## src/design/crast_pkg.sv

```systemverilog
// ----------------------------------------------------------------------------
// crast_pkg
// Shared types and constants of the filled circle rasterizer.
// ----------------------------------------------------------------------------
`default_nettype none

package crast_pkg;

    localparam int COORD_W    = 9;
    localparam int FRAME_SIZE = 1 << COORD_W;
    localparam int RADIUS_W   = 8;
    localparam int DEC_W      = 12;
    localparam int COLOR_W    = 32;
    localparam int KIND_W     = 2;
    localparam int SLOT_W     = 3;
    localparam int NUM_SLOTS  = 6;

    localparam int QUEUE_DEPTH = 2;
    localparam int QPTR_W      = $clog2(QUEUE_DEPTH);
    localparam int QCNT_W      = $clog2(QUEUE_DEPTH + 1);

    localparam logic [COLOR_W-1:0] OUTLINE_COLOR_RESET = 32'hffff_ffff;
    localparam logic [COLOR_W-1:0] FILL_COLOR_RESET    = 32'hff00_00ff;

    // configuration register indexes
    typedef enum logic
    {
        REG_OUTLINE_COLOR = 1'b0,
        REG_FILL_COLOR    = 1'b1
    } reg_index_t;

    typedef enum logic
    {
        OP_START = 1'b0,
        OP_STEP  = 1'b1
    } op_t;

    typedef enum logic [KIND_W-1:0]
    {
        KIND_PIXEL = 2'd0,
        KIND_SPAN  = 2'd1,
        KIND_IDLE  = 2'd2
    } kind_t;

    typedef enum logic [1:0]
    {
        PH_IDLE         = 2'd0,
        PH_SWEEP1       = 2'd1,
        PH_SWEEP2_START = 2'd2,
        PH_SWEEP2       = 2'd3
    } phase_t;

    typedef enum logic [2:0]
    {
        MODE_START,
        MODE_SWEEP1,
        MODE_SWEEP2_START,
        MODE_SWEEP2,
        MODE_IDLE
    } mode_t;

    typedef struct packed
    {
        logic                op;
        logic [COORD_W-1:0]  center_a;
        logic [COORD_W-1:0]  center_b;
        logic [RADIUS_W-1:0] radius;
    } cmd_t;

    typedef struct packed
    {
        logic [KIND_W-1:0]  kind;
        logic [COORD_W-1:0] coord_a;
        logic [COORD_W-1:0] first_b;
        logic [COORD_W-1:0] last_b;
        logic [COLOR_W-1:0] color;
        logic               last;
        logic               circle_done;
    } wr_t;

    // one classified command, waiting for the back end
    typedef struct packed
    {
        mode_t              mode;
        logic [COORD_W-1:0] center_a;
        logic [COORD_W-1:0] center_b;
        logic [COORD_W-1:0] major;
        logic [COORD_W-1:0] minor;
        logic               done;
    } q_entry_t;

    typedef struct packed
    {
        logic full;
        logic empty;
    } q_status_t;

endpackage

`default_nettype wire

```

## src/design/crast_ifs.sv

```systemverilog
// ----------------------------------------------------------------------------
// crast_ifs
// Valid/ready channels for commands and framebuffer write records.
// ----------------------------------------------------------------------------
`default_nettype none

interface crast_cmd_if;
    logic             valid;
    logic             ready;
    crast_pkg::cmd_t  data;

    modport source (output valid, output data, input ready);
    modport sink   (input valid, input data, output ready);
endinterface

interface crast_wr_if;
    logic             valid;
    logic             ready;
    crast_pkg::wr_t   data;

    modport source (output valid, output data, input ready);
    modport sink   (input valid, input data, output ready);
endinterface

`default_nettype wire

```

## src/design/crast_front.sv

```systemverilog
// ----------------------------------------------------------------------------
// crast_front
// Accept commands, advance the midpoint sweeps and queue one entry per command.
// ----------------------------------------------------------------------------
`default_nettype none

module crast_front
(
    input  wire logic                 clk,
    input  wire logic                 rst_n,
    crast_cmd_if.sink                 cmd,
    input  wire crast_pkg::q_status_t q_status,
    output logic                      push,
    output crast_pkg::q_entry_t       entry
);
    import crast_pkg::*;

    phase_t                     phase_reg, phase_next;
    logic [COORD_W-1:0]         center_a_reg, center_a_next;
    logic [COORD_W-1:0]         center_b_reg, center_b_next;
    logic [COORD_W-1:0]         major_reg, major_next;
    logic [COORD_W-1:0]         minor_reg, minor_next;
    logic signed [DEC_W-1:0]    decision_reg, decision_next;
    logic [RADIUS_W-1:0]        radius_reg, radius_next;

    logic signed [DEC_W-1:0]    major_ext, minor_ext, start_dec;
    logic [RADIUS_W-1:0]        start_radius;
    mode_t                      mode;

    assign cmd.ready = !q_status.full;
    assign push      = cmd.valid && cmd.ready;

    assign major_ext = $signed({{(DEC_W-COORD_W){1'b0}}, major_reg});
    assign minor_ext = $signed({{(DEC_W-COORD_W){1'b0}}, minor_reg});

    // radius used for a fresh decision value: the new one on start, else the held one
    assign start_radius = (cmd.data.op == OP_START) ? cmd.data.radius : radius_reg;
    assign start_dec    = $signed(DEC_W'(3))
                        - $signed({{(DEC_W-RADIUS_W-1){1'b0}}, start_radius, 1'b0});

    // next state
    always_comb
    begin
        phase_next    = phase_reg;
        center_a_next = center_a_reg;
        center_b_next = center_b_reg;
        major_next    = major_reg;
        minor_next    = minor_reg;
        decision_next = decision_reg;
        radius_next   = radius_reg;
        mode          = MODE_IDLE;
        if (cmd.data.op == OP_START)
        begin
            mode          = MODE_START;
            center_a_next = cmd.data.center_a;
            center_b_next = cmd.data.center_b;
            radius_next   = cmd.data.radius;
            major_next    = '0;
            minor_next    = COORD_W'(cmd.data.radius);
            decision_next = start_dec;
            phase_next    = (cmd.data.radius != '0) ? PH_SWEEP1 : PH_SWEEP2_START;
        end
        else
        begin
            priority if (phase_reg == PH_SWEEP1 && major_reg < minor_reg)
            begin
                mode = MODE_SWEEP1;
                if (decision_reg[DEC_W-1])
                begin
                    decision_next = decision_reg + (major_ext <<< 2) + DEC_W'(6);
                    minor_next    = minor_reg;
                end
                else
                begin
                    decision_next = decision_reg + ((major_ext - minor_ext) <<< 2)
                                  + DEC_W'(10);
                    minor_next    = minor_reg - 1'b1;
                end
                major_next = major_reg + 1'b1;
                if (!(major_next < minor_next))
                begin
                    phase_next = PH_SWEEP2_START;
                end
            end
            else if (phase_reg == PH_SWEEP2_START)
            begin
                mode          = MODE_SWEEP2_START;
                major_next    = COORD_W'(radius_reg);
                minor_next    = '0;
                decision_next = start_dec;
                phase_next    = (radius_reg != '0) ? PH_SWEEP2 : PH_IDLE;
            end
            else if (phase_reg == PH_SWEEP2 && major_reg > minor_reg)
            begin
                mode = MODE_SWEEP2;
                if (decision_reg[DEC_W-1])
                begin
                    decision_next = decision_reg + (minor_ext <<< 2) + DEC_W'(6);
                    major_next    = major_reg;
                end
                else
                begin
                    decision_next = decision_reg + ((minor_ext - major_ext) <<< 2)
                                  + DEC_W'(10);
                    major_next    = major_reg - 1'b1;
                end
                minor_next = minor_reg + 1'b1;
                if (!(major_next > minor_next))
                begin
                    phase_next = PH_IDLE;
                end
            end
            else
            begin
                mode       = MODE_IDLE;
                phase_next = PH_IDLE;
            end
        end
    end

    // queue entry
    always_comb
    begin
        entry.mode     = mode;
        entry.center_a = center_a_next;
        entry.center_b = center_b_next;
        entry.major    = major_next;
        entry.minor    = minor_next;
        entry.done     = (phase_next == PH_IDLE);
    end

    always_ff @(posedge clk or negedge rst_n)
    begin
        if (!rst_n)
        begin
            phase_reg    <= PH_IDLE;
            center_a_reg <= '0;
            center_b_reg <= '0;
            major_reg    <= '0;
            minor_reg    <= '0;
            decision_reg <= '0;
            radius_reg   <= '0;
        end
        else if (push)
        begin
            phase_reg    <= phase_next;
            center_a_reg <= center_a_next;
            center_b_reg <= center_b_next;
            major_reg    <= major_next;
            minor_reg    <= minor_next;
            decision_reg <= decision_next;
            radius_reg   <= radius_next;
        end
    end

endmodule

`default_nettype wire

```

## src/design/crast_queue.sv

```systemverilog
// ----------------------------------------------------------------------------
// crast_queue
// Short FIFO of classified commands between front and back end.
// ----------------------------------------------------------------------------
`default_nettype none

module crast_queue
(
    input  wire logic                 clk,
    input  wire logic                 rst_n,
    input  wire logic                 push,
    input  wire crast_pkg::q_entry_t  push_entry,
    input  wire logic                 pop,
    output crast_pkg::q_entry_t       head,
    output crast_pkg::q_status_t      status
);
    import crast_pkg::*;

    q_entry_t            slots_reg [QUEUE_DEPTH];
    logic [QPTR_W-1:0]   wr_ptr_reg, rd_ptr_reg;
    logic [QCNT_W-1:0]   count_reg, count_next;
    logic                do_push, do_pop;

    assign status.full  = (count_reg == QCNT_W'(QUEUE_DEPTH));
    assign status.empty = (count_reg == '0);
    assign do_push      = push && !status.full;
    assign do_pop       = pop && !status.empty;
    assign head         = slots_reg[rd_ptr_reg];

    always_comb
    begin
        count_next = count_reg;
        if (do_push && !do_pop)
        begin
            count_next = count_reg + 1'b1;
        end
        else if (do_pop && !do_push)
        begin
            count_next = count_reg - 1'b1;
        end
    end

    always_ff @(posedge clk)
    begin
        if (do_push)
        begin
            slots_reg[wr_ptr_reg] <= push_entry;
        end
    end

    always_ff @(posedge clk or negedge rst_n)
    begin
        if (!rst_n)
        begin
            wr_ptr_reg <= '0;
            rd_ptr_reg <= '0;
            count_reg  <= '0;
        end
        else
        begin
            count_reg <= count_next;
            if (do_push)
            begin
                wr_ptr_reg <= (wr_ptr_reg == QPTR_W'(QUEUE_DEPTH - 1)) ? '0
                                                                        : wr_ptr_reg + 1'b1;
            end
            if (do_pop)
            begin
                rd_ptr_reg <= (rd_ptr_reg == QPTR_W'(QUEUE_DEPTH - 1)) ? '0
                                                                        : rd_ptr_reg + 1'b1;
            end
        end
    end

endmodule

`default_nettype wire

```

## src/design/crast_back.sv

```systemverilog
// ----------------------------------------------------------------------------
// crast_back
// Expand the head command into write records, one per cycle while the write
// channel is ready, through an output register.
// ----------------------------------------------------------------------------
`default_nettype none

module crast_back
(
    input  wire logic                              clk,
    input  wire logic                              rst_n,
    input  wire crast_pkg::q_entry_t               head,
    input  wire crast_pkg::q_status_t              q_status,
    input  wire logic [crast_pkg::COLOR_W-1:0]     outline_color,
    input  wire logic [crast_pkg::COLOR_W-1:0]     fill_color,
    output logic                                   pop,
    crast_wr_if.source                             wr
);
    import crast_pkg::*;

    typedef enum logic [1:0]
    {
        ROW_CENTER,
        ROW_PLUS,
        ROW_MINUS
    } row_sel_t;

    typedef enum logic [1:0]
    {
        COL_CENTER,
        COL_PLUS,
        COL_MINUS,
        COL_SPAN
    } col_sel_t;

    typedef struct packed
    {
        logic     present;
        kind_t    kind;
        row_sel_t row;
        col_sel_t col;
        logic     fill;
    } slot_t;

    function automatic slot_t slot_info(mode_t mode, logic [SLOT_W-1:0] slot,
                                        logic has_span);
        slot_t s;
        s = '{present: 1'b0, kind: KIND_PIXEL, row: ROW_CENTER, col: COL_CENTER,
              fill: 1'b0};
        unique case (mode)
            MODE_START:
            begin
                s.present = (slot < SLOT_W'(3)) || (slot == SLOT_W'(3) && has_span);
                if (slot == SLOT_W'(0))
                begin
                    s.fill = 1'b1;
                end
                else if (slot == SLOT_W'(1))
                begin
                    s.col = COL_PLUS;
                end
                else if (slot == SLOT_W'(2))
                begin
                    s.col = COL_MINUS;
                end
                else
                begin
                    s.kind = KIND_SPAN;
                    s.col  = COL_SPAN;
                    s.fill = 1'b1;
                end
            end
            MODE_SWEEP1:
            begin
                // plus row: pixel, pixel, span; then the same on the minus row
                s.row = (slot < SLOT_W'(3)) ? ROW_PLUS : ROW_MINUS;
                if (slot == SLOT_W'(2) || slot == SLOT_W'(5))
                begin
                    s.present = has_span;
                    s.kind    = KIND_SPAN;
                    s.col     = COL_SPAN;
                    s.fill    = 1'b1;
                end
                else
                begin
                    s.present = (slot < SLOT_W'(NUM_SLOTS));
                    s.col     = (slot == SLOT_W'(0) || slot == SLOT_W'(3)) ? COL_PLUS
                                                                           : COL_MINUS;
                end
            end
            MODE_SWEEP2_START:
            begin
                s.present = (slot < SLOT_W'(2));
                s.row     = (slot == SLOT_W'(0)) ? ROW_PLUS : ROW_MINUS;
            end
            MODE_SWEEP2:
            begin
                // four mirrored pixels, then both spans
                if (slot < SLOT_W'(4))
                begin
                    s.present = 1'b1;
                    s.row     = (slot < SLOT_W'(2)) ? ROW_PLUS : ROW_MINUS;
                    s.col     = slot[0] ? COL_MINUS : COL_PLUS;
                end
                else
                begin
                    s.present = has_span && (slot < SLOT_W'(NUM_SLOTS));
                    s.kind    = KIND_SPAN;
                    s.row     = (slot == SLOT_W'(4)) ? ROW_PLUS : ROW_MINUS;
                    s.col     = COL_SPAN;
                    s.fill    = 1'b1;
                end
            end
            default:
            begin
                s.present = (slot == SLOT_W'(0));
                s.kind    = KIND_IDLE;
            end
        endcase
        return s;
    endfunction

    logic [SLOT_W-1:0]  slot_reg, slot_next;
    logic               valid_reg;
    wr_t                data_reg, data_next;
    logic               advance, emit, has_next;
    logic               has_span;
    slot_t              cur;
    logic [COORD_W-1:0] row_val, first_val, last_val;
    slot_t              probe;

    assign advance  = !valid_reg || wr.ready;
    assign emit     = advance && !q_status.empty;
    assign has_span = (head.minor != '0);
    assign cur      = slot_info(head.mode, slot_reg, has_span);

    // find the next present slot after the current one
    always_comb
    begin
        has_next  = 1'b0;
        slot_next = '0;
        probe     = '0;
        for (int i = 0; i < NUM_SLOTS; i++)
        begin
            probe = slot_info(head.mode, SLOT_W'(i), has_span);
            if (!has_next && SLOT_W'(i) > slot_reg && probe.present)
            begin
                has_next  = 1'b1;
                slot_next = SLOT_W'(i);
            end
        end
    end

    assign pop = emit && !has_next;

    always_comb
    begin
        unique case (cur.row)
            ROW_PLUS:  row_val = head.center_a + head.major;
            ROW_MINUS: row_val = head.center_a - head.major;
            default:   row_val = head.center_a;
        endcase
        unique case (cur.col)
            COL_PLUS:
            begin
                first_val = head.center_b + head.minor;
                last_val  = first_val;
            end
            COL_MINUS:
            begin
                first_val = head.center_b - head.minor;
                last_val  = first_val;
            end
            COL_SPAN:
            begin
                first_val = head.center_b - head.minor + 1'b1;
                last_val  = head.center_b + head.minor - 1'b1;
            end
            default:
            begin
                first_val = head.center_b;
                last_val  = head.center_b;
            end
        endcase

        data_next.kind        = cur.kind;
        data_next.coord_a     = row_val;
        data_next.first_b     = first_val;
        data_next.last_b      = last_val;
        data_next.color       = cur.fill ? fill_color : outline_color;
        data_next.last        = !has_next;
        data_next.circle_done = head.done;
        if (cur.kind == KIND_IDLE)
        begin
            data_next.coord_a = '0;
            data_next.first_b = '0;
            data_next.last_b  = '0;
            data_next.color   = '0;
        end
    end

    assign wr.valid = valid_reg;
    assign wr.data  = data_reg;

    always_ff @(posedge clk)
    begin
        if (emit)
        begin
            data_reg <= data_next;
        end
    end

    always_ff @(posedge clk or negedge rst_n)
    begin
        if (!rst_n)
        begin
            valid_reg <= 1'b0;
            slot_reg  <= '0;
        end
        else if (advance)
        begin
            valid_reg <= !q_status.empty;
            if (emit)
            begin
                slot_reg <= has_next ? slot_next : '0;
            end
        end
    end

endmodule

`default_nettype wire

```

## src/design/filled_circle_rasterizer.sv

```systemverilog
// ----------------------------------------------------------------------------
// filled_circle_rasterizer
// Midpoint circle engine: start/step commands in, pixel and span writes out.
// ----------------------------------------------------------------------------
// A start command (op 0) latches centre and radius and yields the centre
// pixel, the two outline points on the centre row and the first fill span.
// Each step command (op 1) advances one iteration of the current sweep and
// yields up to six records: mirrored outline pixels and horizontal fill
// spans; the step that opens the second sweep yields two pixels, and a step
// with no work left yields a single idle record. Every record carries last on
// the final record of its command and circle_done once both sweeps are over.
// The front end updates the sweep state and classifies the command in the
// cycle it is accepted, so commands may arrive back to back; a two-entry
// queue holds them until the back end has loaded their records. The back
// end sends one record per cycle through an output register while the
// write channel is ready; a command yields 1 to 6 records (6 for a full
// sweep step), and the command channel stalls only while the queue is full.
// Coordinates wrap at the frame size. Colors come from the two configuration
// registers, which must be written only while no command is in flight.
// ----------------------------------------------------------------------------
`default_nettype none

module filled_circle_rasterizer
(
    input  wire logic                          clk,
    input  wire logic                          rst_n,
    crast_cmd_if.sink                          cmd,
    crast_wr_if.source                         wr,
    input  wire logic                          cfg_we,
    input  wire crast_pkg::reg_index_t         cfg_index,
    input  wire logic [crast_pkg::COLOR_W-1:0] cfg_data
);
    import crast_pkg::*;

    logic [COLOR_W-1:0] outline_color_reg;
    logic [COLOR_W-1:0] fill_color_reg;

    logic               push;
    logic               pop;
    q_entry_t           push_entry;
    q_entry_t           head;
    q_status_t          q_status;

    // configuration registers
    always_ff @(posedge clk or negedge rst_n)
    begin
        if (!rst_n)
        begin
            outline_color_reg <= OUTLINE_COLOR_RESET;
            fill_color_reg    <= FILL_COLOR_RESET;
        end
        else if (cfg_we)
        begin
            unique case (cfg_index)
                REG_OUTLINE_COLOR: outline_color_reg <= cfg_data;
                REG_FILL_COLOR:    fill_color_reg    <= cfg_data;
                default:           outline_color_reg <= outline_color_reg;
            endcase
        end
    end

    // classify commands and advance the sweep state
    crast_front u_front
    (
        .clk      (clk),
        .rst_n    (rst_n),
        .cmd      (cmd),
        .q_status (q_status),
        .push     (push),
        .entry    (push_entry)
    );

    // hold classified commands between the two halves
    crast_queue u_queue
    (
        .clk        (clk),
        .rst_n      (rst_n),
        .push       (push),
        .push_entry (push_entry),
        .pop        (pop),
        .head       (head),
        .status     (q_status)
    );

    // expand each command into its write records
    crast_back u_back
    (
        .clk           (clk),
        .rst_n         (rst_n),
        .head          (head),
        .q_status      (q_status),
        .outline_color (outline_color_reg),
        .fill_color    (fill_color_reg),
        .pop           (pop),
        .wr            (wr)
    );

    // an idle record is always the sole record of its command, with nothing left
    assert property (@(posedge clk) disable iff (!rst_n)
        wr.valid && wr.data.kind == KIND_IDLE |-> wr.data.last && wr.data.circle_done)
        else $error("idle record without last or circle_done");

    // spans are drawn in the fill color
    assert property (@(posedge clk) disable iff (!rst_n)
        wr.valid && wr.data.kind == KIND_SPAN |-> wr.data.color == fill_color_reg)
        else $error("span record not in fill color");

    // a single pixel covers exactly one column
    assert property (@(posedge clk) disable iff (!rst_n)
        wr.valid && wr.data.kind == KIND_PIXEL |-> wr.data.first_b == wr.data.last_b)
        else $error("pixel record spans more than one column");

    // the queue pops a command only while its last record is loaded for output
    assert property (@(posedge clk) disable iff (!rst_n)
        pop |=> wr.valid)
        else $error("command retired without an output record");

endmodule

`default_nettype wire
```

## src/flat_wrapper.sv

```systemverilog
// flat-port wrapper written by rule: the top's interface ports become plain ports
module filled_circle_rasterizer_flat import crast_pkg::*;
  (clk, rst_n, cfg_we, cfg_index, cfg_data, cmd_valid, cmd_data, cmd_ready, wr_valid, wr_data, wr_ready);
  crast_cmd_if cmd_i ();
  crast_wr_if wr_i ();
  input  wire logic clk;
  input  wire logic rst_n;
  input  wire logic cfg_we;
  input  wire crast_pkg::reg_index_t cfg_index;
  input  wire logic [crast_pkg::COLOR_W-1:0] cfg_data;
  input wire logic [$bits(cmd_i.valid)-1:0] cmd_valid;
  input wire logic [$bits(cmd_i.data)-1:0] cmd_data;
  output wire logic [$bits(cmd_i.ready)-1:0] cmd_ready;
  output wire logic [$bits(wr_i.valid)-1:0] wr_valid;
  output wire logic [$bits(wr_i.data)-1:0] wr_data;
  input wire logic [$bits(wr_i.ready)-1:0] wr_ready;
  assign cmd_i.valid = cmd_valid;
  assign cmd_i.data = cmd_data;
  assign cmd_ready = cmd_i.ready;
  assign wr_valid = wr_i.valid;
  assign wr_data = wr_i.data;
  assign wr_i.ready = wr_ready;
  filled_circle_rasterizer u_core (.clk(clk), .rst_n(rst_n), .cmd(cmd_i), .wr(wr_i), .cfg_we(cfg_we), .cfg_index(cfg_index), .cfg_data(cfg_data));
endmodule
```

## config.mk

```make
export PLATFORM = sky130hd
export DESIGN_NAME = filled_circle_rasterizer_flat
export DESIGN_NICKNAME = d
export VERILOG_FILES = /design/src/design/crast_pkg.sv /design/src/design/crast_ifs.sv /design/src/design/crast_front.sv /design/src/design/crast_queue.sv /design/src/design/crast_back.sv /design/src/design/filled_circle_rasterizer.sv /design/src/flat_wrapper.sv
export SDC_FILE = /design/constraint.sdc
export NUM_CORES = 1
export LEC_CHECK = 0
export BUFFER_PORTS_ARGS = -buffer_cell sky130_fd_sc_hd__buf_2
export CORE_UTILIZATION = 45
export CTS_CLUSTER_SIZE = 10
export DETAILED_ROUTE_END_ITERATION = 12
export MAX_ROUTING_LAYER = met4
export PLACE_DENSITY = 0.75
export SLEW_MARGIN = 20
export SYNTH_ARGS = -nofsm -noshare
export SYNTH_HDL_FRONTEND = slang
export SYNTH_HIERARCHICAL = 1
export SYNTH_SLANG_ARGS = --single-unit
export TNS_END_PERCENT = 20
```

## constraint.sdc

```tcl
create_clock -name clk -period 4.3 [get_ports clk]
set_clock_uncertainty 0.2 [all_clocks]
set_input_delay 0.215 -clock clk [delete_from_list [all_inputs] [get_ports clk]]
set_output_delay 0.215 -clock clk [all_outputs]
set_load 0.02 [all_outputs]
```

==> impl_summary.log, run 1 <==
[metrics] Distinct cells, synth: about 110
[metrics] Worst Path Required: about 4.6 ns
[metrics] count of mapped cells out of synthesis: between 1500 and 2000
[metrics] arrival time reported for the critical path endpoint: ~4.3 ns
[metrics] highest clock frequency the design can meet: between 200 and 250 MHz
[metrics] count of final max-slew check failures: 0
[metrics] WL final: approximately 48000 um
[metrics] CTS root buffer: clkbuf_16
[metrics] syn avg cell area: around 11 um2
[metrics] cell depth of the worst hold path: 5
[metrics] run status: finished clean
[metrics] flop and latch count out of synthesis: approximately 270
[metrics] Final #Nets: 2113
[metrics] global placer's final weighted congestion: about 0.96
[metrics] number of detailed-route iterations in the first pass: 5
[metrics] number of enable-type register cells in the synthesized netlist: ~140
[metrics] share of the clock period used by the worst path after layout: 0.9459
[metrics] WS Path Type: flop to flop
[metrics] CP most frequent cell: ha_1
[metrics] antenna violations before repair: 1
[metrics] proportion of synthesized flip-flops having asynchronous set or reset: 0.4743
[metrics] most used flip-flop cell after synthesis: edfxtp_1
[metrics] number of global-route vias before repair: 14180
[metrics] slowest CP cell: dfrtp_2
[metrics] post-synthesis instance area: 18450 um2
[metrics] # H-tree levels: 2
[metrics] clock sink total: approximately 270
[metrics] flip-flop count of the largest register after layout: 80
[metrics] chain of cells forming the critical path: inv_2 -> ha_1 -> inv_1 -> fa_1 -> a21o_1 -> a21oi_2 -> xnor2_1 -> ha_1 -> ha_2 -> nand3_1 -> o211ai_1 -> o41ai_2 -> o21ai_1 -> xor2_1 -> o311a_1 -> o22ai_1
[metrics] clock-pin slew of the registers on the worst-case setup and hold paths: 0.06 ns
[metrics] Slew Limit Headroom: 0.2459
[metrics] Final Hold Viols: 0
[metrics] number of design rule violations left after detail routing: 0
[metrics] IO Count: 130
[metrics] number of max-capacitance violations reported: 0
[metrics] die boundary width: slightly above 200 um
[metrics] Filler Cell Count: ~3400
[metrics] Std-Cell Rows: 73
[metrics] Min Clock Period, post-route: 4.067 ns
[metrics] Clk Latency, worst-skew pair: between 0.5 and 0.6 ns
[metrics] vertical extent of the die: 204.5 um
[metrics] post-detail-place hpwl: approximately 35000 um
[metrics] number of violations reported at the end of detailed-routing iteration 0: between 900 and 1000
[metrics] drt wl/cell: between 15 and 20 um
[metrics] worst hold path type: primary input to flop
[metrics] first-pass GRT wire length: roughly 76000 um
[metrics] kind of start point of the critical path: flop
[metrics] total die area: between 40000 and 50000 um2
[metrics] Clock Tree Buf Depth: 3
[metrics] total number of yosys warnings: 6
[metrics] Critical Path End Type: flop
[metrics] maximum net fanout on the critical path: 6
[metrics] layout overhead on the synthesized area: 15.45%
[metrics] final antenna-violating net count: 0
[metrics] Initial Utilization: 0.4601
[metrics] syn_nets: just under 2000
[metrics] actual transition at the worst max-transition pin: between 1 and 1.5 ns
[metrics] final-report setup violation count: 0
[metrics] number of cells on the worst reg-to-reg path: 16
[metrics] Worst Hold Slack: ~0.07 ns
[metrics] aggregate negative setup slack: 0 ns
[metrics] count of input and output buffers: 129
[metrics] clock buffer count from CTS: 35
[metrics] TritonCTS clock tree: yes
[metrics] sequential fraction of the synthesis area: 0.4110
[metrics] routed via count: 14070
[metrics] core area: between 40000 and 50000 um2
[metrics] Via density: between 5 and 6
[metrics] Global Route Usage Sum: 0.2366
[metrics] total grt overflow: 0
[metrics] largest net degree at the start of global routing: 83
[metrics] share of final-layout standard cells stronger than drive strength 1: 0.2456
[metrics] worst stage delay on the critical path: around 0.46 ns
-- worst max-delay path: cells and delay by family (launching register included) --
kind	cells	cell delay [ns]
buffers and inverters	2	0.16
DFF	1	0.46
xor gates and xnor gates	2	0.31
and+or+nand+nor	1	0.11
adders and majority gates	4	1.15
AOI/OAI and AO/OA	7	1.58
-- per-stage QoR --
stage          worst slack [ns]    util  std cells  instance area (um2)
3_5_place_dp            0.08052  0.4882       2324                19580
4_1_cts                 0.05121  0.5294       2448                21230
6_report                 0.2328  0.5312       2452                21300
5_1_grt               -0.001930  0.5312       2452                21300
2_1_floorplan           0.05326       -       1711                18450
3_3_place_gp             0.2041  0.4882       2324                19580
-- placed cells by master (no fill, tap or decap), types with 9 or more instances in the layout --
cell type / n
nor4_1: 14
ha_1: 137
clkbuf_16: 35
and2_1: 9
a211oi_1: 19
dfrtp_1: 79
buf_4: 46
o211ai_1: 20
dlygate4sd3_1: 61
xor2_1: 36
buf_2: 128
o21ai_0: 44
nand2_1: 116
a21oi_1: 79
nand3_1: 36
nor3_1: 29
o22ai_1: 17
clkbuf_1: 20
mux2_2: 93
fa_1: 9
mux2_4: 48
o21a_1: 15
nand2b_1: 19
dfstp_2: 48
xnor2_1: 80
a31oi_1: 15
a21oi_2: 10
or3_1: 11
o21bai_1: 12
mux2i_1: 50
nor2b_1: 19
edfxtp_1: 143
nor2_1: 140
inv_1: 82
a21o_1: 13
-- synthesized netlist by cell type (all sizes together) (51+ instances only) --
| cell | instances | area (um2) |
|---|---|---|
| nand2 | 118 | 445.4 |
| edfxtp | 143 | 4294 |
| xnor2 | 80 | 700.7 |
| dfrtp | 81 | 2027 |
| o21ai | 54 | 277.8 |
| inv | 86 | 322.8 |
| mux2 | 141 | 1768 |
| buf | 53 | 415.4 |
| a21oi | 90 | 491.7 |
| mux2i | 51 | 510.5 |
| ha | 139 | 1739 |
| nor2 | 142 | 535.5 |
-- cells by family (layout without fill, tap and decap cells) --
family | count (synthesis) | in the layout | synth area share
DFF | 272 | 272 | 0.4110
adders and majority gates | 148 | 148 | 0.1040
AOI/OAI and AO/OA | 355 | 355 | 0.1391
xor gates and xnor gates | 116 | 116 | 0.05507
buffers and inverters | 172 | 387 | 0.04673
muxes | 192 | 192 | 0.1235
and+or+nand+nor | 456 | 456 | 0.1205
other | 0 | 1 | 0
-- path summary, 6_finish.rpt --
kind	startpoint	endpoint	slack (ns)
worst max-delay path	u_core/u_front/major_reg[0]	u_core/u_front/decision_reg[11]	0.23
worst min-delay path	cmd_valid	u_core/u_front/center_a_reg[0]	0.07
worst max register to register	u_core/u_front/major_reg[0]	u_core/u_front/decision_reg[11]	0.23
worst min register to register	u_core/u_front/center_b_reg[6]	u_core/u_front/center_b_reg[6]	0.27
max in group asynchronous	rst_n	u_core/outline_color_reg[9]	2.81
min in group asynchronous	rst_n	u_core/u_front/center_a_reg[0]	0.15
-- area by class of cell --
type                    count  area [um2]  share of cell area
multi-input cells        1267       10070              0.4730
flip-flops and latches    272        7585              0.3561
repair buffers            236        1608             0.07549
clock buffers              55       950.9             0.04465
well taps                 525       656.9             0.03084
inverters                  88       330.3             0.01551
clock inverters             8       90.09            0.004230
diodes                      1       2.502           0.0001175
-- layer usage --
metal | wire (um) | global-route usage | up-vias | part of all wire
li1 | - | - | 6651 | -
met1 | 20320 | 0.2946 | 6850 | 0.42
met2 | 23180 | 0.3878 | 458 | 0.48
met3 | 2619 | 0.03157 | 113 | 0.055
met4 | 1841 | 0.09542 | 0 | 0.038
met5 | 0 | - | - | 0
-- what timing repair did --
item	in CTS	in global routing
hold buffers	61	0
endpoints found under the hold margin	180	0
setup endpoints to repair	0	6
resized for setup	0	12
buffers inserted	0	3
Power of run 1 is not shown: default switching activity piles up to over one toggle a cycle in this logic, so the estimate is an artifact.
==> run 2, diff against run 1 <==
- CORE_ASPECT_RATIO: unset -> 2
==> impl_summary.log, run 2 (same netlist as run 1, synthesis figures left out) <==
[metrics] global placer's final weighted congestion: 1.049 (was 0.9616)
[metrics] TritonCTS clock tree: yes (unchanged)
[metrics] core area: 40340 um2 (was 40100 um2)
[metrics] clock-pin slew of the registers on the worst-case setup and hold paths: 0.05 ns (was 0.06 ns)
[metrics] die boundary width: 145.2 um (was 204.5 um)
[metrics] number of violations reported at the end of detailed-routing iteration 0: 762 (was 922)
[metrics] Final #Nets: 2131 (was 2113)
[metrics] Via density: 5.862 (was 5.739)
[metrics] Worst setup startpoint: u_core/u_queue/rd_ptr_reg (was u_core/u_front/major_reg[0])
[metrics] Util after Layout: 0.5281 (was 0.5312)
[metrics] antenna violations before repair: 0 (was 1)
[metrics] Critical Path End Type: flop (unchanged)
[metrics] largest net degree at the start of global routing: 99 (was 83)
[metrics] Clk Latency, worst-skew pair: 0.57 ns (was 0.53 ns)
[metrics] vertical extent of the die: 288.3 um (was 204.5 um)
[metrics] share of final-layout standard cells stronger than drive strength 1: 0.2477 (was 0.2456)
[metrics] highest clock frequency the design can meet: 241.9 MHz (was 245.9 MHz)
[metrics] count of antenna diodes in the layout: 0 (was 1)
[metrics] clock buffer count from CTS: 31 (was 35)
[metrics] layout overhead on the synthesized area: 15.48% (was 15.45%)
[metrics] WL final: 55680 um (was 47960 um)
[metrics] most common cell after layout, fill and taps aside: edfxtp_1 (unchanged)
[metrics] final-report setup violation count: 0 (unchanged)
[metrics] # H-tree levels: 1 (was 2)
[metrics] actual transition at the worst max-transition pin: 1.119 ns (was 1.129 ns)
[metrics] IO Count: 130 (unchanged)
[metrics] run status: finished clean (unchanged)
[metrics] arrival time reported for the critical path endpoint: 4.29 ns (was 4.31 ns)
[metrics] worst stage delay on the critical path: 0.66 ns (was 0.46 ns)
[metrics] final antenna-violating net count: 0 (unchanged)
[metrics] worst slack, placed: 0.1158 ns (was 0.08052 ns)
[metrics] count of final max-slew check failures: 0 (unchanged)
[metrics] number of design rule violations left after detail routing: 0 (unchanged)
[metrics] share of the clock period used by the worst path after layout: 0.9612 (was 0.9459)
[metrics] maximum net fanout on the critical path: 18 (was 6)
[metrics] first-pass GRT wire length: 85900 um (was 76180 um)
[metrics] total grt overflow: 0 (unchanged)
[metrics] number of global-route vias before repair: 15150 (was 14180)
[metrics] number of max-capacitance violations reported: 0 (unchanged)
[metrics] combined area of the multi-input logic cells: 10060 um2 (was 10070 um2)
[metrics] drt wl/cell: 22.52 um (was 19.56 um)
[metrics] Initial Utilization: 0.4573 (was 0.4601)
[metrics] kind of start point of the critical path: flop (unchanged)
[metrics] Filler Cell Count: 3497 (was 3403)
[metrics] Final Hold Viols: 0 (unchanged)
[metrics] number of detailed-route iterations in the first pass: 6 (was 5)
[metrics] clock sink total: 272 (unchanged)
[metrics] aggregate negative setup slack: 0 ns (unchanged)
[metrics] Min Clock Period, post-route: 4.133 ns (was 4.067 ns)
[metrics] slowest CP cell: a311oi_1 (was dfrtp_2)
[metrics] total die area: 41860 um2 (was 41810 um2)
[metrics] worst hold path type: primary input to flop (unchanged)
[metrics] Clock Tree Buf Depth: 3 (unchanged)
[metrics] Slew Limit Headroom: 0.2523 (was 0.2459)
[metrics] launch point of the worst hold path: cfg_index (was cmd_valid)
[metrics] chain of cells forming the critical path: buf_4 -> mux2_4 -> inv_1 -> ha_1 -> inv_1 -> fa_1 -> a211o_1 -> a21oi_1 -> o21ai_0 -> a311oi_1 -> o31ai_1 -> buf_4 -> o211ai_1 (was inv_2 -> ha_1 -> inv_1 -> fa_1 -> a21o_1 -> a21oi_2 -> xnor2_1 -> ha_1 -> ha_2 -> nand3_1 -> o211ai_1 -> o41ai_2 -> o21ai_1 -> xor2_1 -> o311a_1 -> o22ai_1)
[metrics] worst r2r src: u_core/u_queue/rd_ptr_reg (was u_core/u_front/major_reg[0])
[metrics] fin worst setup slack: 0.1668 ns (was 0.2328 ns)
[metrics] CTS root buffer: clkbuf_16 (unchanged)
[metrics] post-detail-place hpwl: 41790 um (was 34770 um)
[metrics] Worst Path Required: 4.45 ns (was 4.55 ns)
[metrics] area taken by flip-flops and latches: 7584 um2 (was 7585 um2)
[metrics] flip-flop count of the largest register after layout: 80 (unchanged)
[metrics] highest-count cells in the layout ignoring fill and taps: edfxtp_1, nor2_1, ha_1 (unchanged)
[metrics] count of input and output buffers: 129 (unchanged)
[metrics] Global Route Usage Sum: 0.2767 (was 0.2366)
[metrics] WS Path Type: flop to flop (unchanged)
[metrics] routed via count: 14490 (was 14070)
[metrics] Std-Cell Rows: 104 (was 73)
==> run 2: final cells by class <==
| class | instances | area share |
|---|---|---|
| Clock buffer | 55 | 0.04111 |
| Clock inverter | 2 | 0.0006461 |
| Inverter | 88 | 0.01551 |
| Multi-Input combinational cell | 1267 | 0.4724 |
| Sequential cell | 272 | 0.3560 |
| Tap cell | 530 | 0.03113 |
| Timing Repair Buffer | 258 | 0.08323 |
==> run 2: repair_timing <==
| action | 4_1_cts | 5_1_grt |
|---|---|---|
| setup endpoints to repair | 0 | 7 |
| hold buffers | 61 | 0 |
| endpoints found under the hold margin | 197 | 0 |
| setup buffers | 0 | 0 |
| gates resized for setup | 0 | 7 |
==> run 2: metal layers <==
layer  vias to the layer above  global-route usage  routed length, um
li1                       6673                   -                  -
met1                      7032              0.2442              17900
met2                       548              0.5268              30690
met3                       237             0.02701               2119
met4                         0              0.2289               4966
met5                         -                   -                  0
==> run 2: worst paths after layout <==
| check | end | slack [ns] | cells after the start |
|---|---|---|---|
| setup / recovery | u_core/u_back/wr.data[51] | 0.17 | 13 |
| hold / removal | u_core/outline_color_reg[31] | 0.06 | 3 |
| setup reg to reg | u_core/u_back/wr.data[51] | 0.17 | 13 |
| hold reg to reg | u_core/u_front/center_b_reg[7] | 0.27 | 2 |
| max in group asynchronous | u_core/u_front/radius_reg[3] | 2.82 | 3 |
| min in group asynchronous | u_core/fill_color_reg[9] | 0.17 | 2 |
==> run 2: stage by stage <==
stage	std cells	cell area [um2]	hold WS (ns)
3_3_place_gp	2354	19770	0.2034
4_1_cts	2472	21270	0.04078
6_report	2472	21300	0.06335
3_5_place_dp	2354	19770	0.2101
5_1_grt	2472	21300	0.07886
2_1_floorplan	1711	18450	-0.2806
==> run 2: worst max-delay path, delay by kind of cell, from the launching register on <==
kind	cells	cell delay, ns
AO/OA/AOI/OAI	6	1.67
adder cells (fa/ha/maj)	2	0.64
buffers and inverters	4	0.63
flip-flops	1	0.40
multiplexers	1	0.36
Power of run 2 is left out for the same reason.
==> run 3, diff against run 2 <==
--- a/config.mk
+++ b/config.mk
@@ -16,5 +16,4 @@
 export SYNTH_ARGS = -nofsm -noshare
 export SYNTH_HDL_FRONTEND = slang
-export SYNTH_HIERARCHICAL = 1
 export SYNTH_SLANG_ARGS = --single-unit
 export TNS_END_PERCENT = 20
==> constraint.sdc (replaced) <==
create_clock -name clk -period 4.3 [get_ports clk]
set_clock_uncertainty 0.2 [all_clocks]
set_input_delay 0.86 -clock clk [delete_from_list [all_inputs] [get_ports clk]]
set_output_delay 0.86 -clock clk [all_outputs]
set_load 0.02 [all_outputs]
==> impl_summary.log, run 3 <==
[metrics] run status: finished clean (unchanged)
[metrics] non-filler instance count after layout: 2379 (was 2472)
[metrics] number of violations reported at the end of detailed-routing iteration 0: 682 (was 762)
[metrics] worst hold path type: primary input to async pin (was primary input to flop)
[metrics] post-detail-place hpwl: 40940 um (was 41790 um)
[metrics] final antenna-violating net count: 0 (unchanged)
[metrics] count of mapped cells out of synthesis: 1669 (was 1711)
[metrics] Std-Cell Rows: 102 (was 104)
[metrics] aggregate negative setup slack: 0 ns (unchanged)
[metrics] count of final max-slew check failures: 0 (unchanged)
[metrics] buffer count from post-CTS setup fixing: 0 (unchanged)
[metrics] most common cell after layout, fill and taps aside: nor2_1 (was edfxtp_1)
[metrics] Placed Cells: 2320 (was 2354)
[metrics] fin worst setup slack: 0.2394 ns (was 0.1668 ns)
[metrics] top cells by area, synth: edfxtp_1, dfrtp_1, ha_1 (unchanged)
[metrics] Final #Nets: 2046 (was 2131)
[metrics] total number of yosys warnings: 0 (was 6)
[metrics] final-report setup violation count: 0 (unchanged)
[metrics] total die area: 40110 um2 (was 41860 um2)
[metrics] drt wl/cell: 22.74 um (was 22.52 um)
[metrics] Worst Path Required: 4.61 ns (was 4.45 ns)
[metrics] count of input and output buffers: 129 (unchanged)
[metrics] clock buffer count from CTS: 31 (unchanged)
[metrics] core area: 38670 um2 (was 40340 um2)
[metrics] layout overhead on the synthesized area: 14.60% (was 15.48%)
[metrics] flip-flop count of the largest register after layout: 80 (unchanged)
[metrics] WS Path Type: flop to flop (unchanged)
[metrics] Min Clock Period, post-route: 4.061 ns (was 4.133 ns)
[metrics] global placer's final weighted congestion: 1.066 (was 1.049)
[metrics] syn avg cell area: 10.59 um2 (was 10.78 um2)
[metrics] most instantiated library cell after synthesis: nor2_1 (was edfxtp_1)
[metrics] Final Hold Viols: 0 (unchanged)
[metrics] Clk Latency, worst-skew pair: 0.58 ns (was 0.57 ns)
[metrics] number of design rule violations left after detail routing: 0 (unchanged)
[metrics] post-synthesis instance area: 17670 um2 (was 18450 um2)
[metrics] Post-CTS Hold Fix Bufs: 0 (was 61)
[metrics] number of global-route vias before repair: 14540 (was 15150)
[metrics] TritonCTS clock tree: yes (unchanged)
[metrics] sequential fraction of the synthesis area: 0.4291 (was 0.4110)
[metrics] share of the clock period used by the worst path after layout: 0.9443 (was 0.9612)
[metrics] routed via count: 13880 (was 14490)
[metrics] maximum net fanout on the critical path: 5 (was 18)
[metrics] Distinct cells, synth: 81 (was 109)
[metrics] proportion of synthesized flip-flops having asynchronous set or reset: 0.4743 (unchanged)
[metrics] number of detailed-route iterations in the first pass: 5 (was 6)
[metrics] biggest area consumer among synthesized cells: edfxtp_1 (unchanged)
[metrics] most used flip-flop cell after synthesis: edfxtp_1 (unchanged)
[metrics] commonest cells in the synthesized netlist: nor2_1, edfxtp_1, ha_1, mux2_2, a21oi_1 (was edfxtp_1, nor2_1, ha_1, nand2_1, mux2_2)
[metrics] actual transition at the worst max-transition pin: 1.057 ns (was 1.119 ns)
[metrics] first-pass GRT wire length: 81530 um (was 85900 um)
[metrics] highest clock frequency the design can meet: 246.3 MHz (was 241.9 MHz)
[metrics] worst slack, placed: 0.1043 ns (was 0.1158 ns)
[metrics] CTS root buffer: clkbuf_16 (unchanged)
[metrics] highest-count cells in the layout ignoring fill and taps: nor2_1, edfxtp_1, ha_1 (was edfxtp_1, nor2_1, ha_1)
[metrics] flop and latch count out of synthesis: 272 (unchanged)
[metrics] vertical extent of the die: 282.2 um (was 288.3 um)
[metrics] antenna violations before repair: 0 (unchanged)
[metrics] # H-tree levels: 1 (unchanged)
[metrics] Global Route Usage Sum: 0.2822 (was 0.2767)
[metrics] Yosys top cell area share: 0.2430 (was 0.2328)
[metrics] WL final: 54110 um (was 55680 um)
[metrics] Critical Path End Type: flop (unchanged)
[metrics] number of cells on the worst reg-to-reg path: 18 (was 13)
[metrics] Slew Limit Headroom: 0.2924 (was 0.2523)
[metrics] arrival time reported for the critical path endpoint: 4.37 ns (was 4.29 ns)
[metrics] total grt overflow: 0 (unchanged)
[metrics] Worst Hold Slack: 0.09915 ns (was 0.06335 ns)
[metrics] Clock Tree Buf Depth: 3 (unchanged)
[metrics] largest net degree at the start of global routing: 68 (was 99)
[metrics] Via density: 5.835 (was 5.862)
[metrics] IO Count: 130 (unchanged)
[metrics] syn_nets: 1882 (was 1924)
[metrics] post-CTS sizing: 0 (unchanged)
[metrics] kind of start point of the critical path: flop (unchanged)
[metrics] share of final-layout standard cells stronger than drive strength 1: 0.2519 (was 0.2477)
[metrics] clock-pin slew of the registers on the worst-case setup and hold paths: 0.07 ns (was 0.05 ns)
[metrics] number of max-capacitance violations reported: 0 (unchanged)
[metrics] Initial Utilization: 0.4569 (was 0.4573)
[metrics] die boundary width: 142.1 um (was 145.2 um)
[metrics] setup repair after global routing missed its margin: true
[metrics] clock sink total: 272 (unchanged)
[metrics] number of enable-type register cells in the synthesized netlist: 143 (unchanged)
-- run 3: changes by cell type after synthesis, moves of 9 or more --
cell	delta
mux2_2	+40
nand2_1	-34
inv_1	-9
clkbuf_1	+15
nor3_1	+18
mux2_4	-48
mux2i_1	+14
a21oi_1	+16
o21ai_0	+31
buf_6	-11
o22ai_1	-10
-- run 3: stage by stage --
| step | util | instance area (um2) |
|---|---|---|
| 2_1_floorplan | - | 17670 |
| 3_3_place_gp | 0.4986 | 19280 |
| 3_5_place_dp | 0.4986 | 19280 |
| 4_1_cts | 0.5225 | 20200 |
| 5_1_grt | 0.5236 | 20250 |
| 6_report | 0.5236 | 20250 |
-- run 3: final cells by class --
cell class	instances	area [um2]
repair buffers	212	1300
clock inverters	1	20.02
diodes	1	2.502
inverters	79	296.5
flip-flops and latches	272	7584
fillers	3451	18420
clock buffers	57	903.4
well taps	520	650.6
multi-input cells	1237	9492
-- run 3: cells by family (layout without fill, tap and decap cells) --
family | after synthesis | after routing | synth area share
AO/OA/AOI/OAI | 344 | 344 | 0.1272
buffers and inverters | 160 | 349 | 0.03732
adder cells (fa/ha/maj) | 148 | 148 | 0.1086
XOR/XNOR | 127 | 127 | 0.06296
other | 0 | 1 | 0
flip-flops | 272 | 272 | 0.4291
multiplexers | 198 | 198 | 0.1216
AND/OR/NAND/NOR | 420 | 420 | 0.1132
-- run 3: worst paths after layout --
check / end / slack (ns) / start
max in group asynchronous: u_core.outline_color_reg[26] / 2.88 / rst_n
hold / removal: u_core.u_front.radius_reg[3] / 0.1 / rst_n
setup / recovery: u_core.u_front.decision_reg[10] / 0.24 / u_core.u_front.major_reg[4]
min in group clk: u_core.u_back.wr.valid / 0.29 / u_core.u_back.wr.valid
hold reg to reg: u_core.u_back.wr.valid / 0.29 / u_core.u_back.wr.valid
setup reg to reg: u_core.u_front.decision_reg[10] / 0.24 / u_core.u_front.major_reg[4]
-- run 3: critical path, cell delays in order, from the launching register on --
cell,delay [ns]
dfrtp_1,0.37
inv_1,0.16
ha_1,0.27
and3_1,0.22
o21a_1,0.15
or3_1,0.43
a21o_1,0.20
a21oi_1,0.17
xnor2_1,0.15
ha_1,0.26
ha_1,0.23
nor3_1,0.14
o2111ai_1,0.15
and3_1,0.20
nor3_1,0.21
a31oi_1,0.06
o211ai_1,0.17
o31ai_1,0.10
o21ai_1,0.14
-- run 3: layer usage --
metal,GRT usage,part of all wire
met1,0.2420,0.31
met3,0.03894,0.046
met5,-,0
met2,0.5244,0.54
met4,0.2490,0.097
Power of run 3 is left out for the same reason.
